===== src/hdl/scl_pkg.sv =====
package scl_pkg;

    localparam int MARKER_BYTES = 4;
    localparam int MARKER_W     = 8 * MARKER_BYTES;
    localparam int HIST_W       = 8 * (MARKER_BYTES - 1);
    localparam int CNT_W        = $clog2(MARKER_BYTES + 2);
    localparam int LEAD_MAX     = MARKER_BYTES + 1;

    localparam logic [1:0] MODE_GENERIC = 2'd0;
    localparam logic [1:0] MODE_FENCED  = 2'd1;
    localparam logic [1:0] MODE_PLAIN   = 2'd2;

    localparam logic [2:0] CFG_MODE  = 3'd0;
    localparam logic [2:0] CFG_LINE  = 3'd1;
    localparam logic [2:0] CFG_OPEN  = 3'd2;
    localparam logic [2:0] CFG_CLOSE = 3'd3;
    localparam logic [2:0] CFG_FENCE = 3'd4;

    localparam logic KIND_TEXT = 1'b0;
    localparam logic KIND_EOF  = 1'b1;

    localparam logic [7:0] BYTE_LF    = 8'h0A;
    localparam logic [7:0] BYTE_SPACE = 8'h20;
    localparam logic [7:0] BYTE_TAB   = 8'h09;
    localparam logic [7:0] BYTE_VT    = 8'h0B;
    localparam logic [7:0] BYTE_FF    = 8'h0C;
    localparam logic [7:0] BYTE_CR    = 8'h0D;

    typedef struct packed {
        logic [1:0]          mode;
        logic [MARKER_W-1:0] line_marker;
        logic [MARKER_W-1:0] open_marker;
        logic [MARKER_W-1:0] close_marker;
        logic [MARKER_W-1:0] fence_marker;
    } t_cfg;

    typedef struct packed {
        logic is_blank;
        logic is_comment;
        logic is_code;
    } t_result;

    typedef struct packed {
        logic [HIST_W-1:0] recent;
        logic              has_bytes;
        logic              nonblank;
        logic              non_space_tab;
        logic [CNT_W-1:0]  prefix_cnt;
        logic              prefix_failed;
        logic              opener_found;
        logic              code_before;
        logic [CNT_W-1:0]  since_marker;
        logic              closer_found;
        logic              code_after;
        logic [CNT_W-1:0]  lead_age;
    } t_line;

    function automatic logic [CNT_W-1:0] marker_len(input logic [MARKER_W-1:0] m);
        logic [CNT_W-1:0] n;
        logic             stop;
        n    = '0;
        stop = 1'b0;
        for (int k = 0; k < MARKER_BYTES; k++) begin
            if (!stop && m[MARKER_W-1-8*k -: 8] != 8'h00) begin
                n = n + CNT_W'(1);
            end else begin
                stop = 1'b1;
            end
        end
        return n;
    endfunction

    function automatic logic [7:0] marker_byte(input logic [MARKER_W-1:0] m,
                                               input logic [CNT_W-1:0] idx);
        logic [MARKER_W-1:0] sh;
        sh = m >> (8 * (MARKER_BYTES - 1 - int'(idx)));
        return sh[7:0];
    endfunction

    // marker of length len (>= 1) ends at the newest byte of win
    function automatic logic window_match(input logic [MARKER_W-1:0] m,
                                          input logic [CNT_W-1:0] len,
                                          input logic [MARKER_W-1:0] win);
        logic [MARKER_W-1:0] aligned;
        logic [MARKER_W-1:0] mask;
        aligned = win << (8 * (MARKER_BYTES - int'(len)));
        mask    = {MARKER_W{1'b1}} << (8 * (MARKER_BYTES - int'(len)));
        return ((aligned ^ m) & mask) == '0;
    endfunction

endpackage


===== src/hdl/scl_line_state.sv =====
module scl_line_state (
    input  logic            i_clk,
    input  logic            i_rst_n,
    input  scl_pkg::t_cfg   i_cfg,
    input  logic            i_take,
    input  logic            i_kind,
    input  logic [7:0]      i_char_byte,
    output logic            o_res_valid,
    output scl_pkg::t_result o_res
);

    logic           r_in_block;
    logic           r_in_fence;
    scl_pkg::t_line r_line;
    logic           n_in_block;
    logic           n_in_fence;
    scl_pkg::t_line n_line;

    logic [scl_pkg::CNT_W-1:0] len_line;
    logic [scl_pkg::CNT_W-1:0] len_open;
    logic [scl_pkg::CNT_W-1:0] len_close;
    logic [scl_pkg::CNT_W-1:0] len_fence;

    scl_pkg::t_result f_res;
    logic             f_in_block;
    logic             f_in_fence;

    scl_pkg::t_line               t;
    logic                         sp_tab;
    logic                         blank_char;
    logic [scl_pkg::MARKER_W-1:0] pm;
    logic [scl_pkg::CNT_W-1:0]    pm_len;
    logic                         active;
    logic [scl_pkg::MARKER_W-1:0] win;
    logic                         close_hit;
    logic                         open_hit;

    assign len_line  = scl_pkg::marker_len(i_cfg.line_marker);
    assign len_open  = scl_pkg::marker_len(i_cfg.open_marker);
    assign len_close = scl_pkg::marker_len(i_cfg.close_marker);
    assign len_fence = scl_pkg::marker_len(i_cfg.fence_marker);

    // line end classification
    always_comb begin
        f_res      = '0;
        f_in_block = r_in_block;
        f_in_fence = r_in_fence;
        if (!r_line.nonblank) begin
            f_res.is_blank = 1'b1;
        end else if (i_cfg.mode == scl_pkg::MODE_FENCED) begin
            if (!r_line.prefix_failed && r_line.prefix_cnt >= len_fence) begin
                f_in_fence = !r_in_fence;
            end else if (r_in_fence) begin
                f_res.is_code = 1'b1;
            end
        end else if (i_cfg.mode != scl_pkg::MODE_GENERIC) begin
            f_res.is_code = 1'b1;
        end else if (r_in_block) begin
            f_res.is_comment = 1'b1;
            if (r_line.closer_found) begin
                f_in_block    = 1'b0;
                f_res.is_code = r_line.code_after;
            end
        end else if (len_line != '0 && !r_line.prefix_failed
                     && r_line.prefix_cnt >= len_line) begin
            f_res.is_comment = 1'b1;
        end else if (r_line.opener_found) begin
            f_res.is_comment = 1'b1;
            if (!r_line.closer_found && len_close != '0) begin
                f_in_block = 1'b1;
            end
            f_res.is_code = r_line.code_before;
        end else begin
            f_res.is_code = 1'b1;
        end
    end

    // per-byte update
    always_comb begin
        sp_tab     = (i_char_byte == scl_pkg::BYTE_SPACE) || (i_char_byte == scl_pkg::BYTE_TAB);
        blank_char = sp_tab || (i_char_byte == scl_pkg::BYTE_VT)
                     || (i_char_byte == scl_pkg::BYTE_FF) || (i_char_byte == scl_pkg::BYTE_CR);
        win        = {r_line.recent, i_char_byte};
        pm         = (i_cfg.mode == scl_pkg::MODE_FENCED) ? i_cfg.fence_marker
                                                          : i_cfg.line_marker;
        pm_len     = (i_cfg.mode == scl_pkg::MODE_FENCED) ? len_fence : len_line;

        t           = r_line;
        t.has_bytes = 1'b1;
        if (!blank_char) begin
            t.nonblank = 1'b1;
        end
        if (!sp_tab) begin
            t.non_space_tab = 1'b1;
        end
        if (t.non_space_tab && t.lead_age < scl_pkg::CNT_W'(scl_pkg::LEAD_MAX)) begin
            t.lead_age = t.lead_age + scl_pkg::CNT_W'(1);
        end

        active = (i_cfg.mode == scl_pkg::MODE_FENCED) || t.non_space_tab;
        if ((i_cfg.mode == scl_pkg::MODE_GENERIC || i_cfg.mode == scl_pkg::MODE_FENCED)
            && active && !t.prefix_failed && t.prefix_cnt < pm_len) begin
            if (i_char_byte == scl_pkg::marker_byte(pm, t.prefix_cnt)) begin
                t.prefix_cnt = t.prefix_cnt + scl_pkg::CNT_W'(1);
            end else begin
                t.prefix_failed = 1'b1;
            end
        end

        if (i_cfg.mode == scl_pkg::MODE_GENERIC && (r_in_block || r_line.opener_found)
            && t.since_marker < scl_pkg::CNT_W'(scl_pkg::MARKER_BYTES)) begin
            t.since_marker = t.since_marker + scl_pkg::CNT_W'(1);
        end
        close_hit = (len_close != '0) && (t.since_marker >= len_close)
                    && scl_pkg::window_match(i_cfg.close_marker, len_close, win);
        open_hit  = (len_open != '0)
                    && scl_pkg::window_match(i_cfg.open_marker, len_open, win);

        if (i_cfg.mode == scl_pkg::MODE_GENERIC) begin
            if (r_in_block) begin
                if (r_line.closer_found && !sp_tab) begin
                    t.code_after = 1'b1;
                end
                if (!r_line.closer_found && close_hit) begin
                    t.closer_found = 1'b1;
                end
            end else begin
                if (r_line.opener_found && !r_line.closer_found && close_hit) begin
                    t.closer_found = 1'b1;
                end
                if (!r_line.opener_found && open_hit) begin
                    t.opener_found = 1'b1;
                    t.code_before  = t.non_space_tab && (t.lead_age > len_open);
                end
            end
        end

        t.recent = win[scl_pkg::HIST_W-1:0];
    end

    always_comb begin
        n_in_block  = r_in_block;
        n_in_fence  = r_in_fence;
        n_line      = r_line;
        o_res_valid = 1'b0;
        o_res       = f_res;
        if (i_take) begin
            if (i_kind == scl_pkg::KIND_EOF) begin
                o_res_valid = r_line.has_bytes;
                n_in_block  = 1'b0;
                n_in_fence  = 1'b0;
                n_line      = '0;
            end else if (i_char_byte == scl_pkg::BYTE_LF) begin
                o_res_valid = 1'b1;
                n_in_block  = f_in_block;
                n_in_fence  = f_in_fence;
                n_line      = '0;
            end else begin
                n_line = t;
            end
        end
    end

    always_ff @(posedge i_clk) begin
        if (!i_rst_n) begin
            r_in_block <= 1'b0;
            r_in_fence <= 1'b0;
            r_line     <= '0;
        end else begin
            r_in_block <= n_in_block;
            r_in_fence <= n_in_fence;
            r_line     <= n_line;
        end
    end

endmodule


===== src/hdl/scl_out_reg.sv =====
module scl_out_reg (
    input  logic             i_clk,
    input  logic             i_rst_n,
    input  logic             i_load,
    input  scl_pkg::t_result i_res,
    output logic             o_free,
    output logic             o_valid,
    input  logic             i_ready,
    output scl_pkg::t_result o_res
);

    logic             r_valid;
    logic             n_valid;
    scl_pkg::t_result r_res;

    assign o_free  = !r_valid || i_ready;
    assign o_valid = r_valid;
    assign o_res   = r_res;

    always_comb begin
        n_valid = r_valid;
        if (i_load) begin
            n_valid = 1'b1;
        end else if (i_ready) begin
            n_valid = 1'b0;
        end
    end

    always_ff @(posedge i_clk) begin
        if (!i_rst_n) begin
            r_valid <= 1'b0;
        end else begin
            r_valid <= n_valid;
        end
    end

    always_ff @(posedge i_clk) begin
        if (i_load) begin
            r_res <= i_res;
        end
    end

endmodule


===== src/hdl/source_line_classifier_unit.sv =====
// Source line classifier.
// Input channel (i_in_valid / o_in_ready) carries one text byte per transfer
// (i_kind = 0) or an end-of-file mark (i_kind = 1). A 0x0A byte closes a line;
// end of file closes a pending unterminated line and clears all line and
// block/fence state.
// Output channel (o_out_valid / i_out_ready) carries one transfer per closed
// line: o_is_blank, o_is_comment, o_is_code.
// Config channel (i_cfg_valid / o_cfg_ready, always ready) writes register
// i_cfg_index: 0 mode, 1 line marker, 2 block opener, 3 block closer,
// 4 fence marker. Other indexes are dropped. Write only while idle.
// Output: a line result is registered and appears in the cycle after the byte
// that closes it is taken. Throughput: one byte per cycle while the single
// result register is free; the per-byte state update is combinational.
// Stall: while the result register holds an untaken result, o_in_ready
// drops until i_out_ready is seen.
// Reset (synchronous, active low): config registers to zero, all state
// cleared, output empty. No clearing pass.
module source_line_classifier_unit (
    input  logic        i_clk,
    input  logic        i_rst_n,
    input  logic        i_in_valid,
    output logic        o_in_ready,
    input  logic        i_kind,
    input  logic [7:0]  i_char_byte,
    output logic        o_out_valid,
    input  logic        i_out_ready,
    output logic        o_is_blank,
    output logic        o_is_comment,
    output logic        o_is_code,
    input  logic        i_cfg_valid,
    output logic        o_cfg_ready,
    input  logic [2:0]  i_cfg_index,
    input  logic [31:0] i_cfg_data
);

    logic [1:0]                   r_mode;
    logic [scl_pkg::MARKER_W-1:0] r_line_marker;
    logic [scl_pkg::MARKER_W-1:0] r_open_marker;
    logic [scl_pkg::MARKER_W-1:0] r_close_marker;
    logic [scl_pkg::MARKER_W-1:0] r_fence_marker;

    scl_pkg::t_cfg    cfg;
    logic             take;
    logic             free;
    logic             res_valid;
    scl_pkg::t_result res;
    scl_pkg::t_result out_res;

    assign o_cfg_ready = 1'b1;

    always_ff @(posedge i_clk) begin
        if (!i_rst_n) begin
            r_mode         <= scl_pkg::MODE_GENERIC;
            r_line_marker  <= '0;
            r_open_marker  <= '0;
            r_close_marker <= '0;
            r_fence_marker <= '0;
        end else if (i_cfg_valid) begin
            unique case (i_cfg_index)
                scl_pkg::CFG_MODE:  r_mode         <= i_cfg_data[1:0];
                scl_pkg::CFG_LINE:  r_line_marker  <= i_cfg_data;
                scl_pkg::CFG_OPEN:  r_open_marker  <= i_cfg_data;
                scl_pkg::CFG_CLOSE: r_close_marker <= i_cfg_data;
                scl_pkg::CFG_FENCE: r_fence_marker <= i_cfg_data;
                default: ;
            endcase
        end
    end

    always_comb begin
        cfg.mode         = r_mode;
        cfg.line_marker  = r_line_marker;
        cfg.open_marker  = r_open_marker;
        cfg.close_marker = r_close_marker;
        cfg.fence_marker = r_fence_marker;
    end

    assign o_in_ready = free;
    assign take       = i_in_valid && free;

    scl_line_state u_state (
        .i_clk       (i_clk),
        .i_rst_n     (i_rst_n),
        .i_cfg       (cfg),
        .i_take      (take),
        .i_kind      (i_kind),
        .i_char_byte (i_char_byte),
        .o_res_valid (res_valid),
        .o_res       (res)
    );

    scl_out_reg u_out (
        .i_clk   (i_clk),
        .i_rst_n (i_rst_n),
        .i_load  (res_valid),
        .i_res   (res),
        .o_free  (free),
        .o_valid (o_out_valid),
        .i_ready (i_out_ready),
        .o_res   (out_res)
    );

    assign o_is_blank   = out_res.is_blank;
    assign o_is_comment = out_res.is_comment;
    assign o_is_code    = out_res.is_code;

endmodule

===== config.mk =====
export PLATFORM = sky130hd
export DESIGN_NAME = source_line_classifier_unit
export DESIGN_NICKNAME = d
export VERILOG_FILES = /design/src/hdl/scl_pkg.sv /design/src/hdl/scl_line_state.sv /design/src/hdl/scl_out_reg.sv /design/src/hdl/source_line_classifier_unit.sv
export SDC_FILE = /design/constraint.sdc
export NUM_CORES = 1
export LEC_CHECK = 0
export BUFFER_PORTS_ARGS = -buffer_cell sky130_fd_sc_hd__buf_2
export CORE_MARGIN = 4
export CORE_UTILIZATION = 45
export CTS_CLUSTER_DIAMETER = 50
export DETAILED_ROUTE_END_ITERATION = 10
export GPL_TIMING_DRIVEN = 0
export SETUP_SLACK_MARGIN = 0.05
export SLEW_MARGIN = 20
export SYNTH_ARGS = -nofsm -noshare
export SYNTH_HDL_FRONTEND = slang
export SYNTH_SLANG_ARGS = --single-unit

===== constraint.sdc =====
create_clock -name i_clk -period 6.23 [get_ports i_clk]
set_clock_uncertainty 0.1 [all_clocks]
set_input_delay 0.623 -clock i_clk [delete_from_list [all_inputs] [get_ports i_clk]]
set_output_delay 0.623 -clock i_clk [all_outputs]
set_load 0.01 [all_outputs]

# Word level (Yosys, flattened, before mapping)
# Index checks and enable logic that the tools add are counted.
[word_totals]
input_bits = 49
wordCells = 259
regBits = 177
[classes]
muxes = 79
n_addsub = 18
reduce_logical = 104
shifts = 5
n_lt_le_gt_ge = 7
bitwise_logic = 5
n_eq_ne = 18
[op_table]
columns = ["operator", "count"]
rows = [
  ["$reduce_bool 8->1", 16],
  ["$mux 41", 2],
  ["$and 32x32->32", 2],
  ["$logic_not 32->1", 2],
  ["$shl 32x32->32", 2],
  ["$shl 32x32->32 const A", 2],
  ["$xor 32x32->32", 2],
  ["$mux 1", 54],
  ["$mux 3", 16],
  ["$eq 8x4->1 const B", 5],
  ["$add 3x1->3 const B", 12],
  ["$logic_and 1x1->1", 32],
  ["$mux 32", 1],
  ["$shr 32x32->8", 1],
  ["$reduce_bool 3->1", 9],
  ["$logic_not 1->1", 14],
  ["$reduce_and 2->1", 6],
  ["$reduce_and 4->1", 3],
  ["$reduce_bool 2->1", 6],
  ["$mux 2", 5],
  ["$reduce_and 5->1", 2],
  ["$ge 3x3->1", 3],
  ["$ne 3x3->1 const B", 3],
  ["$eq 8x6->1 const B", 1],
  ["21 further kinds", 35],
]

# Logic depth before layout (Yosys ltp)
# Gate-level depths: netlist of run 1.
[depth]
word_depth = 21
mapped_depth = 18
ltp_nobuf = 16

# Hierarchy
# A second synthesis of run 1 with hierarchy kept.
[hier_totals]
cells_unflattened = 1375
hier_area_um2 = 11544.8
[by_module_without_submodules]
columns = ["module", "cells_per_inst", "instances", "area_each_um2"]
rows = [
  ["scl_line_state", 905, 1, 6570.1],
  ["source_line_classifier_unit", 463, 1, 4835.9],
  ["scl_out_reg", 7, 1, 138.9],
]

# Worst setup path after synthesis of run 1
# No wires, ideal clock.
[synth_path]
path_type = "register to register"
start = "reg r_close_marker[18] (netlist name)"
end = "reg u_state.r_line[4] (netlist name)"
setup_ps = 84
stages_incl_launch_ff = 18
t_arrival_ps = 4244
t_required_ps = 6046
period_less_slack_ps = 4428
path_buffers = 3
slack_ps = 1802
cell_sequence = "dfxtp_1 > or4_1 > nor2_1 > buf_2 > nor2_1 > ha_1 > o21ai_0 > ha_1 > inv_1 > clkbuf_1 > clkbuf_1 > o311ai_0 > a2111oi_0 > xnor2_1 > nand3_1 > nor2_1 > nand3_1 > o31ai_2"
[synth_via]
elab_chain_cells = 18
elab_cells_between_ends = 28
classes_between = "add/sub (3); order compare (1); eq/ne (1); shift (2); mux (5); bitwise (2); reduce/logical (14)"
[synth_rtl]
columns = ["item", "line", "rtl"]
rows = [
  ["from (decl)", "source_line_classifier_unit.sv:39", "logic [scl_pkg::MARKER_W-1:0] r_close_marker;"],
  ["from (signal assigned)", "source_line_classifier_unit.sv:63", "scl_pkg::CFG_CLOSE: r_close_marker <= i_cfg_data;"],
  ["parallel branches: the longest is 14 deep, another holds $sub 3x3->4", "n/a", ""],
  ["$logic_and 1x1->1 (*)", "scl_line_state.sv:115", "&& scl_pkg::window_match(i_cfg.close_marker, len_close, win);"],
  ["$logic_and 1x1->1, on equally long branches", "scl_line_state.sv:124, scl_line_state.sv:128", ""],
  ["$ne 4x4->1 (no line) or $reduce_bool 4->1 (tied branches)", "n/a", ""],
  ["$reduce_and 4->1 (no line) (*)", "n/a", ""],
  ["to (signal assigned)", "scl_line_state.sv:172", "r_line <= n_line;"],
  ["to (decl)", "scl_line_state.sv:14", "scl_pkg::t_line r_line;"],
]
# Every way passes the cells marked *.
# A chain may end at the register's enable or synchronous reset.

# Worst setup path after layout of run 1
# Same ends and word-level chain as after synthesis.

==> results of run 1 <==
==> power by group <==
part           internal [mW]  switching (mW)  total (mW)
sequential              1.16          0.0305        1.19
clock                  0.589           0.602        1.19
combinational          0.230           0.458       0.688
==> worst max-delay path, cell delays in order (launching register included) <==
cell and delay (ns):
dfxtp_1 0.36, or4_1 0.60, nor2_2 0.32, buf_2 0.35
nor2_1 0.11, ha_1 0.35, o21ai_1 0.41, ha_1 0.37
inv_1 0.11, clkbuf_1 0.39, clkbuf_2 0.33, o311ai_0 0.18
a2111oi_0 0.55, xnor2_1 0.26, nand3_1 0.20, nor2_1 0.15
nand3_1 0.10, o31ai_2 0.38
==> cells in the final DEF (no fill, tap or decap), types with 18 or more instances in the layout <==
cell type and n:
buf_2 58, inv_1 36, nand2_1 343, a21boi_0 154, nor3_1 32, ha_1 22, a21oi_1 55, nor2b_1 21
dfxtp_1 174, o21ai_0 42, nor2_1 84, clkbuf_1 101, mux2i_1 24, nand3_1 52, xnor2_1 27, a31oi_1 21
nor4_1 37, clkbuf_16 18
==> routing by layer <==
metal  vias up  GRT usage
met5         -          0
met4         0      0.113
met3        98     0.0654
met2       683      0.507
met1      5894      0.465
li1       5675          -
==> how the worst min path moves through the flow <==
stage / start / endpoint / slack (ns) / cells past startpoint
after floorplan: u_state.r_line[16] / u_state.r_line[16] / 0.33 / 2
after global placement: u_state.r_line[14] / u_state.r_line[14] / 0.35 / 2
after detailed placement: u_state.r_line[16] / u_state.r_line[16] / 0.36 / 2
after CTS: u_state.r_line[16] / u_state.r_line[16] / 0.37 / 2
after global routing: i_cfg_data[13] / r_fence_marker[13] / 0.38 / 3
final: u_state.r_line[16] / u_state.r_line[16] / 0.37 / 2
==> registers in the layout, summed over array words and instances, names as in the netlist <==
register and count:
u_state.r_in_fence 1, r_fence_marker 32, u_out.o_valid 1, r_mode 2
r_open_marker 32, u_out.o_res 3, r_close_marker 32, u_state.r_in_block 1
r_line_marker 32, u_state.r_line 41
==> cells by family (layout without fill, tap and decap cells) <==
group / count (synthesis) / in the layout / synth area share
mux: 45 / 45 / 0.0573
simple gates: 662 / 662 / 0.263
buf+inv: 160 / 241 / 0.0538
other cells: 1 / 1 / 0.000322
xor+xnor: 38 / 38 / 0.0285
flops: 177 / 177 / 0.307
compound gates: 432 / 432 / 0.267
fa+ha+maj: 22 / 22 / 0.0236
==> layout make-up <==
cell class	instances	area [um2]	area share
multi-input cells	1200	7470	0.575
flip-flops and latches	177	3570	0.275
plain buffers	119	473	0.0364
clock buffers	18	450	0.0347
well taps	330	413	0.0318
repair buffers	49	245	0.0189
clock inverters	14	209	0.0161
inverters	41	156	0.0120
==> through the flow <==
| step | power (mW) | hold slack, ns |
|---|---|---|
| after floorplan | 1.64 | 0.332 |
| after global placement | 1.88 | 0.347 |
| after detailed placement | 1.88 | 0.358 |
| after CTS | 3.04 | 0.370 |
| after global routing | 3.17 | 0.378 |
| final | 3.07 | 0.372 |
==> timing repair <==
item / 4_1_cts / 5_1_grt
endpoints found under the setup margin: 1 / 1
resized for setup: 1 / 6
gates cloned: 0 / 0
endpoints found under the hold margin: 0 / 0
setup buffers: 0 / 0
==> flow_metrics.tcl, run 1 <==
set metrics [dict create \
    yosysUniqueCellTypes 87 \
    drv_slew 0 \
    synthTopCellsByCount "343 x nand2_1, 174 x dfxtp_1, 154 x a21boi_0" \
    worstPathRequired_ns 6.42 \
    setup.worst_path.start "r_close_marker[18]" \
    postLayoutCoreUtil 0.513 \
    wl_met2_um 20800 \
    yosys.area.top_type "dfxtp_1" \
    rr_worst_depth 17 \
    synth_edf_count 3 \
    setup_slack_ns 0.447 \
    die-width_um 169 \
    die_area_mm2 0.0285 \
    core_area_mm2 0.0253 \
    max_slew.worst_pin.slew_ns 1.05 \
    ant_nets 0 \
    num-fill-cells 2530 \
    place_ws_ns -0.0494 \
    avgSynthCellArea_um2 7.59 \
    r2r_end "u_state.r_line[4]" \
    clockBufferDepth 2 \
    antenna_found_initial 0 \
    root_buffer "clkbuf_16" \
    vias 12400 \
    clock-sinks 177 \
    final_nets 1676 \
    worst-path-max-fanout 10 \
    critPathKind "reg2reg" \
    drc 0 \
    fin_crit_sh 0.928 \
    grt_pass1_wl_um 71900 \
    fin_cells 1948 \
    synth_most_common_cell "nand2_1" \
    routed_via_density 6.34 \
    p_leak_nw 4.40 \
    syn-num-nets 1608 \
    status "complete, no violations" \
    met1_length_um 20800 \
    drt_wl_total_um 48000 \
    numCtsBuffers 17 \
    std_cell_rows 58 \
    drt_iter0_drc 1332 \
    cts-hold-fix-buffers 0 \
    post-route-cell-area_mm2 0.0130 \
    ys_seq_elements 177 \
    overflow 0 \
    worstSetupEndpointType "flip-flop" \
    antenna_cells 0 \
    firstDrtPassIters 5 \
    p_per_area_mw_per_mm2 236 \
    track_usage 0.331 \
    synth_top_area_share 0.299 \
    cts_tree "yes" \
    start_kind "flip-flop" \
    crit_path_end "u_state.r_line[4]" \
    port_buffers 49 \
    fmax_mhz 173 \
    rsz0062_at_grt "false" \
    r2r_setup_slack_ns 0.45 \
    ir_worst_vdd_mv 0.158 \
    cts-htree-levels 4 \
    placed_area_mm2 0.0123 \
    crit_arrival_ns 5.97 \
    routed.top_layer "met4" \
    synth_cells 1537 \
    layout-drive-gt1-share 0.0865 \
    finalSetupTns_ns 0 \
    syn_area_mm2 0.0117 \
    drv_cap 0 \
    hold_class "reg2reg" \
    yosys_warnings 0 \
    grt_max_degree 23 \
    finalHoldViolations 0 \
    relSlewSlack 0.296 \
    synthToLayoutAreaGrowth_pct 11.4 \
    num_io_pins 55 \
    seq_area_frac_synth 0.307 \
    setup_viol 0 \
    initial_core_util 0.460 \
    synth.area.top_cells "dfxtp_1 30%, nand2_1 11%, a21boi_0 9.9%" \
    reg2reg_from "r_close_marker[18]" \
    synth_top_flop_cell "dfxtp_1" \
    period_needed_ns 5.78 \
    clkTransAtPathRegs_ns 0.09 \
    async_flop_share 0 \
    wl_met3_um 4770 \
    insertion_delay_ns 0.44 \
    grt_pass1_vias 11300 \
    routedWlPerCell_um 24.6 \
    die_h_um 169 \
    dp_cells 1916 \
    dp_hpwl_um 36600 \
    gp_congestion 1.01 \
]
No activity file was read; power rests on OpenSTA's default activity.
==> run 2, diff against run 1 <==
Settings changed: BUFFER_PORTS_ARGS -buffer_cell sky130_fd_sc_hd__buf_2 to -buffer_cell sky130_fd_sc_hd__buf_4, PLACE_DENSITY_LB_ADDON set to 0.15.
Clock period 6.23 ns to 6 ns, I/O delays scaled along.
==> flow_metrics.tcl, run 2 (synthesis results as in run 1) <==
set metrics [dict create \
    status "complete, no violations" \
    grt_max_degree 22 \
    crit_arrival_ns 5.87 \
    r2r_end "u_state.r_line[4]" \
    rr_worst_depth 17 \
    hold_depth 3 \
    final_common_cell "nand2_1" \
    seqPwrFrac 0.392 \
    r2r_setup_slack_ns 0.33 \
    fin_worst_hold_slack_ns 0.332 \
    max_slew.worst_pin.slew_ns 0.992 \
    drt_iter0_drc 1418 \
    hold_class "in2reg" \
    worstSetupEndpointType "flip-flop" \
    vias 12500 \
    clkTransAtPathRegs_ns 0.09 \
    hold_end "r_line_marker[21]" \
    worstPathRequired_ns 6.20 \
    antenna_found_initial 1 \
    std_cell_rows 58 \
    track_usage 0.332 \
    final_nets 1676 \
    grt_pass1_wl_um 72100 \
    port_buffers 49 \
    cts_tree "yes" \
    finalHoldViolations 0 \
    layout-drive-gt1-share 0.0871 \
    reg2reg_from "r_close_marker[18]" \
    gp_congestion 1.02 \
    mostFrequentLayoutCells "343 x nand2_1, 174 x dfxtp_1, 154 x a21boi_0" \
    clockBufferDepth 2 \
    drv_slew 0 \
    p_int_mw 2.03 \
    switchingPower_mw 1.12 \
    relSlewSlack 0.339 \
    num_io_pins 55 \
    synthToLayoutAreaGrowth_pct 12.1 \
    worst-path-max-fanout 10 \
    start_kind "flip-flop" \
    place_ws_ns -0.132 \
    drc 0 \
    regMostFlops "u_state.r_line" \
    fin_crit_sh 0.945 \
    cts-htree-levels 4 \
    numCtsBuffers 17 \
    critPathKind "reg2reg" \
    routedWlPerCell_um 24.8 \
    p_leak_nw 4.43 \
    clock-sinks 177 \
    die_h_um 169 \
    largest_reg_flops 41 \
    grt_pass1_vias 11700 \
    fmax_mhz 176 \
    ir_worst_vdd_mv 0.202 \
    drv_cap 0 \
    routed_via_density 6.41 \
    swShare 0.357 \
    die-width_um 169 \
    rsz0062_at_grt "false" \
    setup_viol 0 \
    insertion_delay_ns 0.45 \
    hold_start "i_cfg_data[21]" \
    period_needed_ns 5.67 \
    post_cts_buffers 0 \
    initial_core_util 0.460 \
    p_per_area_mw_per_mm2 241 \
    root_buffer "clkbuf_16" \
    die_area_mm2 0.0285 \
    antenna_cells 0 \
    overflow 0 \
    clockPowerShare 0.379 \
    comb_power_share 0.229 \
    setup_slack_ns 0.332 \
    dp_hpwl_um 36500 \
    ant_nets 0 \
    drt_wl_total_um 48400 \
    core_area_mm2 0.0253 \
    firstDrtPassIters 6 \
]
==> run 2: final cells by class <==
cell class / instances / area [um2]
multi-input combinational: 1200 / 7470
buffer: 119 / 473
fill: 2567 / 12300
sequential: 177 / 3570
tap: 330 / 413
clock inverter: 15 / 196
clock buffer: 17 / 425
timing repair buffer: 49 / 368
inverter: 41 / 156
==> run 2: per-layer routing <==
metal / wire (um) / GRT usage / vias to the layer above
li1: - / - / 5682
met1: 20400 / 0.468 / 5979
met2: 20900 / 0.496 / 686
met3: 4860 / 0.0612 / 129
met4: 2220 / 0.148 / 2
met5: 13 / 0 / -
==> run 2: repair_timing <==
item,CTS,global route
endpoints found under the setup margin,1,3
hold buffers,0,0
pin swaps,0,0
gates resized for setup,2,6
==> run 2: worst max-delay path, cell delays in order, from the launching register on <==
cell	delay, ns
dfxtp_1	0.37
or4_1	0.59
nor2_2	0.35
buf_2	0.34
nor2_1	0.11
ha_1	0.34
o21ai_1	0.40
ha_1	0.37
inv_1	0.12
clkbuf_1	0.39
clkbuf_2	0.32
o311ai_0	0.16
a2111oi_0	0.53
xnor2_1	0.22
nand3_1	0.15
nor2_1	0.17
nand3_1	0.10
o31ai_2	0.38
==> run 2: worst max-delay path by stage <==
stage	from	endpoint	slack [ns]
3_3_place_gp	r_close_marker[18]	u_state.r_line[4]	-0.23
6_report	r_close_marker[18]	u_state.r_line[4]	0.33
4_1_cts	r_close_marker[16]	u_state.r_line[4]	0.13
3_5_place_dp	r_close_marker[16]	u_state.r_line[4]	-0.13
2_1_floorplan	r_close_marker[18]	u_state.r_line[4]	1.57
5_1_grt	r_close_marker[16]	u_state.r_line[4]	0.07
==> run 2: metrics by stage <==
step	TNS, ns	instances	utilization	power [mW]	cell area, um2
floorplan	0	1537	-	1.71	11700
global placement	-0.229	1916	0.491	1.95	12400
detailed placement	-0.132	1916	0.491	1.96	12400
CTS	0	1948	0.516	3.14	13100
global route	0	1948	0.516	3.27	13100
finish	0	1948	0.516	3.15	13100
==> run 2: power groups by stage <==
stage	combinational [mW]	clock, mW	sequential (mW)
6_report	0.722	1.19	1.23
5_1_grt	0.771	1.26	1.24
4_1_cts	0.702	1.21	1.23
3_5_place_dp	0.698	0	1.26
3_3_place_gp	0.695	0	1.26
2_1_floorplan	0.459	0	1.25
==> run 3, diff against run 2 <==
Settings changed: BUFFER_PORTS_ARGS -buffer_cell sky130_fd_sc_hd__buf_4 to -buffer_cell sky130_fd_sc_hd__buf_2.
==> flow_metrics.tcl, run 3 (synthesis results as in run 1) <==
set metrics [dict create \
    r2r_setup_slack_ns 0.42 \
    clkTransAtPathRegs_ns 0.08 \
    final_common_cell "nand2_1" \
    hold_start "i_cfg_data[21]" \
    numCtsBuffers 17 \
    overflow 0 \
    synthToLayoutAreaGrowth_pct 11.0 \
    cts-htree-levels 4 \
    rsz0062_at_grt "false" \
    r2r_end "u_state.r_line[4]" \
    status "complete, no violations" \
    core_area_mm2 0.0253 \
    finalSetupTns_ns 0 \
    grt_pass1_vias 11500 \
    regMostFlops "u_state.r_line" \
    fmax_mhz 179 \
    ir_worst_vdd_mv 0.180 \
    setup_viol 0 \
    p_per_area_mw_per_mm2 240 \
    num-fill-cells 2575 \
    rr_worst_depth 17 \
    hold_end "r_line_marker[21]" \
    fin_crit_sh 0.930 \
    std_cell_rows 58 \
    crit_arrival_ns 5.79 \
    clockBufferDepth 2 \
    drv_cap 0 \
    period_needed_ns 5.58 \
    cts_tree "yes" \
    dp_hpwl_um 37000 \
    drv_slew 0 \
    die_area_mm2 0.0285 \
    hold_class "in2reg" \
    largest_reg_flops 41 \
    layout-drive-gt1-share 0.0865 \
    worstPathRequired_ns 6.21 \
    firstDrtPassIters 6 \
    drt_iter0_drc 1160 \
    max_slew.worst_pin.slew_ns 0.947 \
    vias 12300 \
    track_usage 0.331 \
    antenna_found_initial 1 \
    die-width_um 169 \
    clock-sinks 177 \
    start_kind "flip-flop" \
    root_buffer "clkbuf_16" \
    initial_core_util 0.460 \
    antenna_cells 0 \
    finalHoldViolations 0 \
    port_buffers 49 \
    drc 0 \
    critPathKind "reg2reg" \
    postLayoutCoreUtil 0.511 \
    worst-path-max-fanout 10 \
    post_cts_buffers 0 \
    num_io_pins 55 \
    final_nets 1676 \
    ant_nets 0 \
    setup.worst_path.start "r_close_marker[18]" \
    hold_depth 3 \
    grt_max_degree 21 \
    dp_cells 1916 \
    relSlewSlack 0.363 \
    reg2reg_from "r_close_marker[18]" \
    die_h_um 169 \
    fin_cells 1948 \
    drt_wl_total_um 47800 \
    routed_via_density 6.29 \
    mostFrequentLayoutCells "343 x nand2_1, 174 x dfxtp_1, 154 x a21boi_0" \
    insertion_delay_ns 0.45 \
    worstSetupEndpointType "flip-flop" \
    gp_congestion 0.979 \
    p_leak_nw 4.39 \
    grt_pass1_wl_um 72000 \
    routedWlPerCell_um 24.5 \
]
## run 3: cell count changes in the layout (fill, tap and decap cells not counted), moves of 2 or more
| cell | change |
|---|---|
| buf_2 | +49 |
| inv_12 | -2 |
| buf_4 | -49 |
| inv_6 | +2 |
## run 3: final cells by class
type	instances	area, um2	area share
well taps	330	413	0.0319
repair buffers	49	245	0.0189
multi-input cells	1200	7470	0.577
inverters	41	156	0.0121
flip-flops and latches	177	3570	0.276
clock inverters	14	178	0.0137
clock buffers	18	439	0.0339
plain buffers	119	473	0.0365
## run 3: per-layer routing
layer,up-vias,track usage,share of wire
met2,615,0.512,0.44
met3,103,0.0617,0.091
met5,-,0,0
li1,5692,-,-
met4,0,0.121,0.033
met1,5851,0.461,0.44
## run 3: what timing repair did
action / CTS / global route
hold buffers: 0 / 0
endpoints found under the setup margin: 1 / 1
resized for setup: 1 / 5
## run 3: metrics by stage
stage	total power [mW]	hold WS (ns)	instance area, um2	worst slack, ns
after floorplan	1.71	0.332	11700	1.57
after global placement	1.95	0.349	12300	0.0764
after detailed placement	1.95	0.359	12300	0.0502
after CTS	3.10	0.341	12900	0.141
after global routing	3.22	0.348	12900	0.164
final	3.11	0.350	12900	0.417
## run 3: report_power, final
part	total (mW)	switching, mW	internal, mW
clock network	1.16	0.586	0.579
logic	0.712	0.474	0.238
registers	1.23	0.0317	1.20
total	3.11	1.09	2.02
## run 3: how the worst max path moves through the flow
stage,cells after the start,to,slack [ns]
2_1_floorplan,17,u_state.r_line[4],1.57
3_3_place_gp,16,u_state.r_line[4],0.08
3_5_place_dp,16,u_state.r_line[4],0.05
4_1_cts,17,u_state.r_line[4],0.14
5_1_grt,17,u_state.r_line[4],0.16
6_report,17,u_state.r_line[4],0.42
## run 3: worst max-delay path: stages (launching register included)
cell and delay [ns]:
dfxtp_1 0.38, or4_1 0.60, nor2_2 0.32, buf_2 0.33, nor2_1 0.11, ha_1 0.34, o21ai_0 0.40, ha_1 0.38
inv_1 0.12, clkbuf_1 0.37, clkbuf_2 0.32, o311ai_0 0.16, a2111oi_0 0.52, xnor2_1 0.22, nand3_1 0.12, nor2_1 0.17
nand3_1 0.11, o31ai_2 0.37
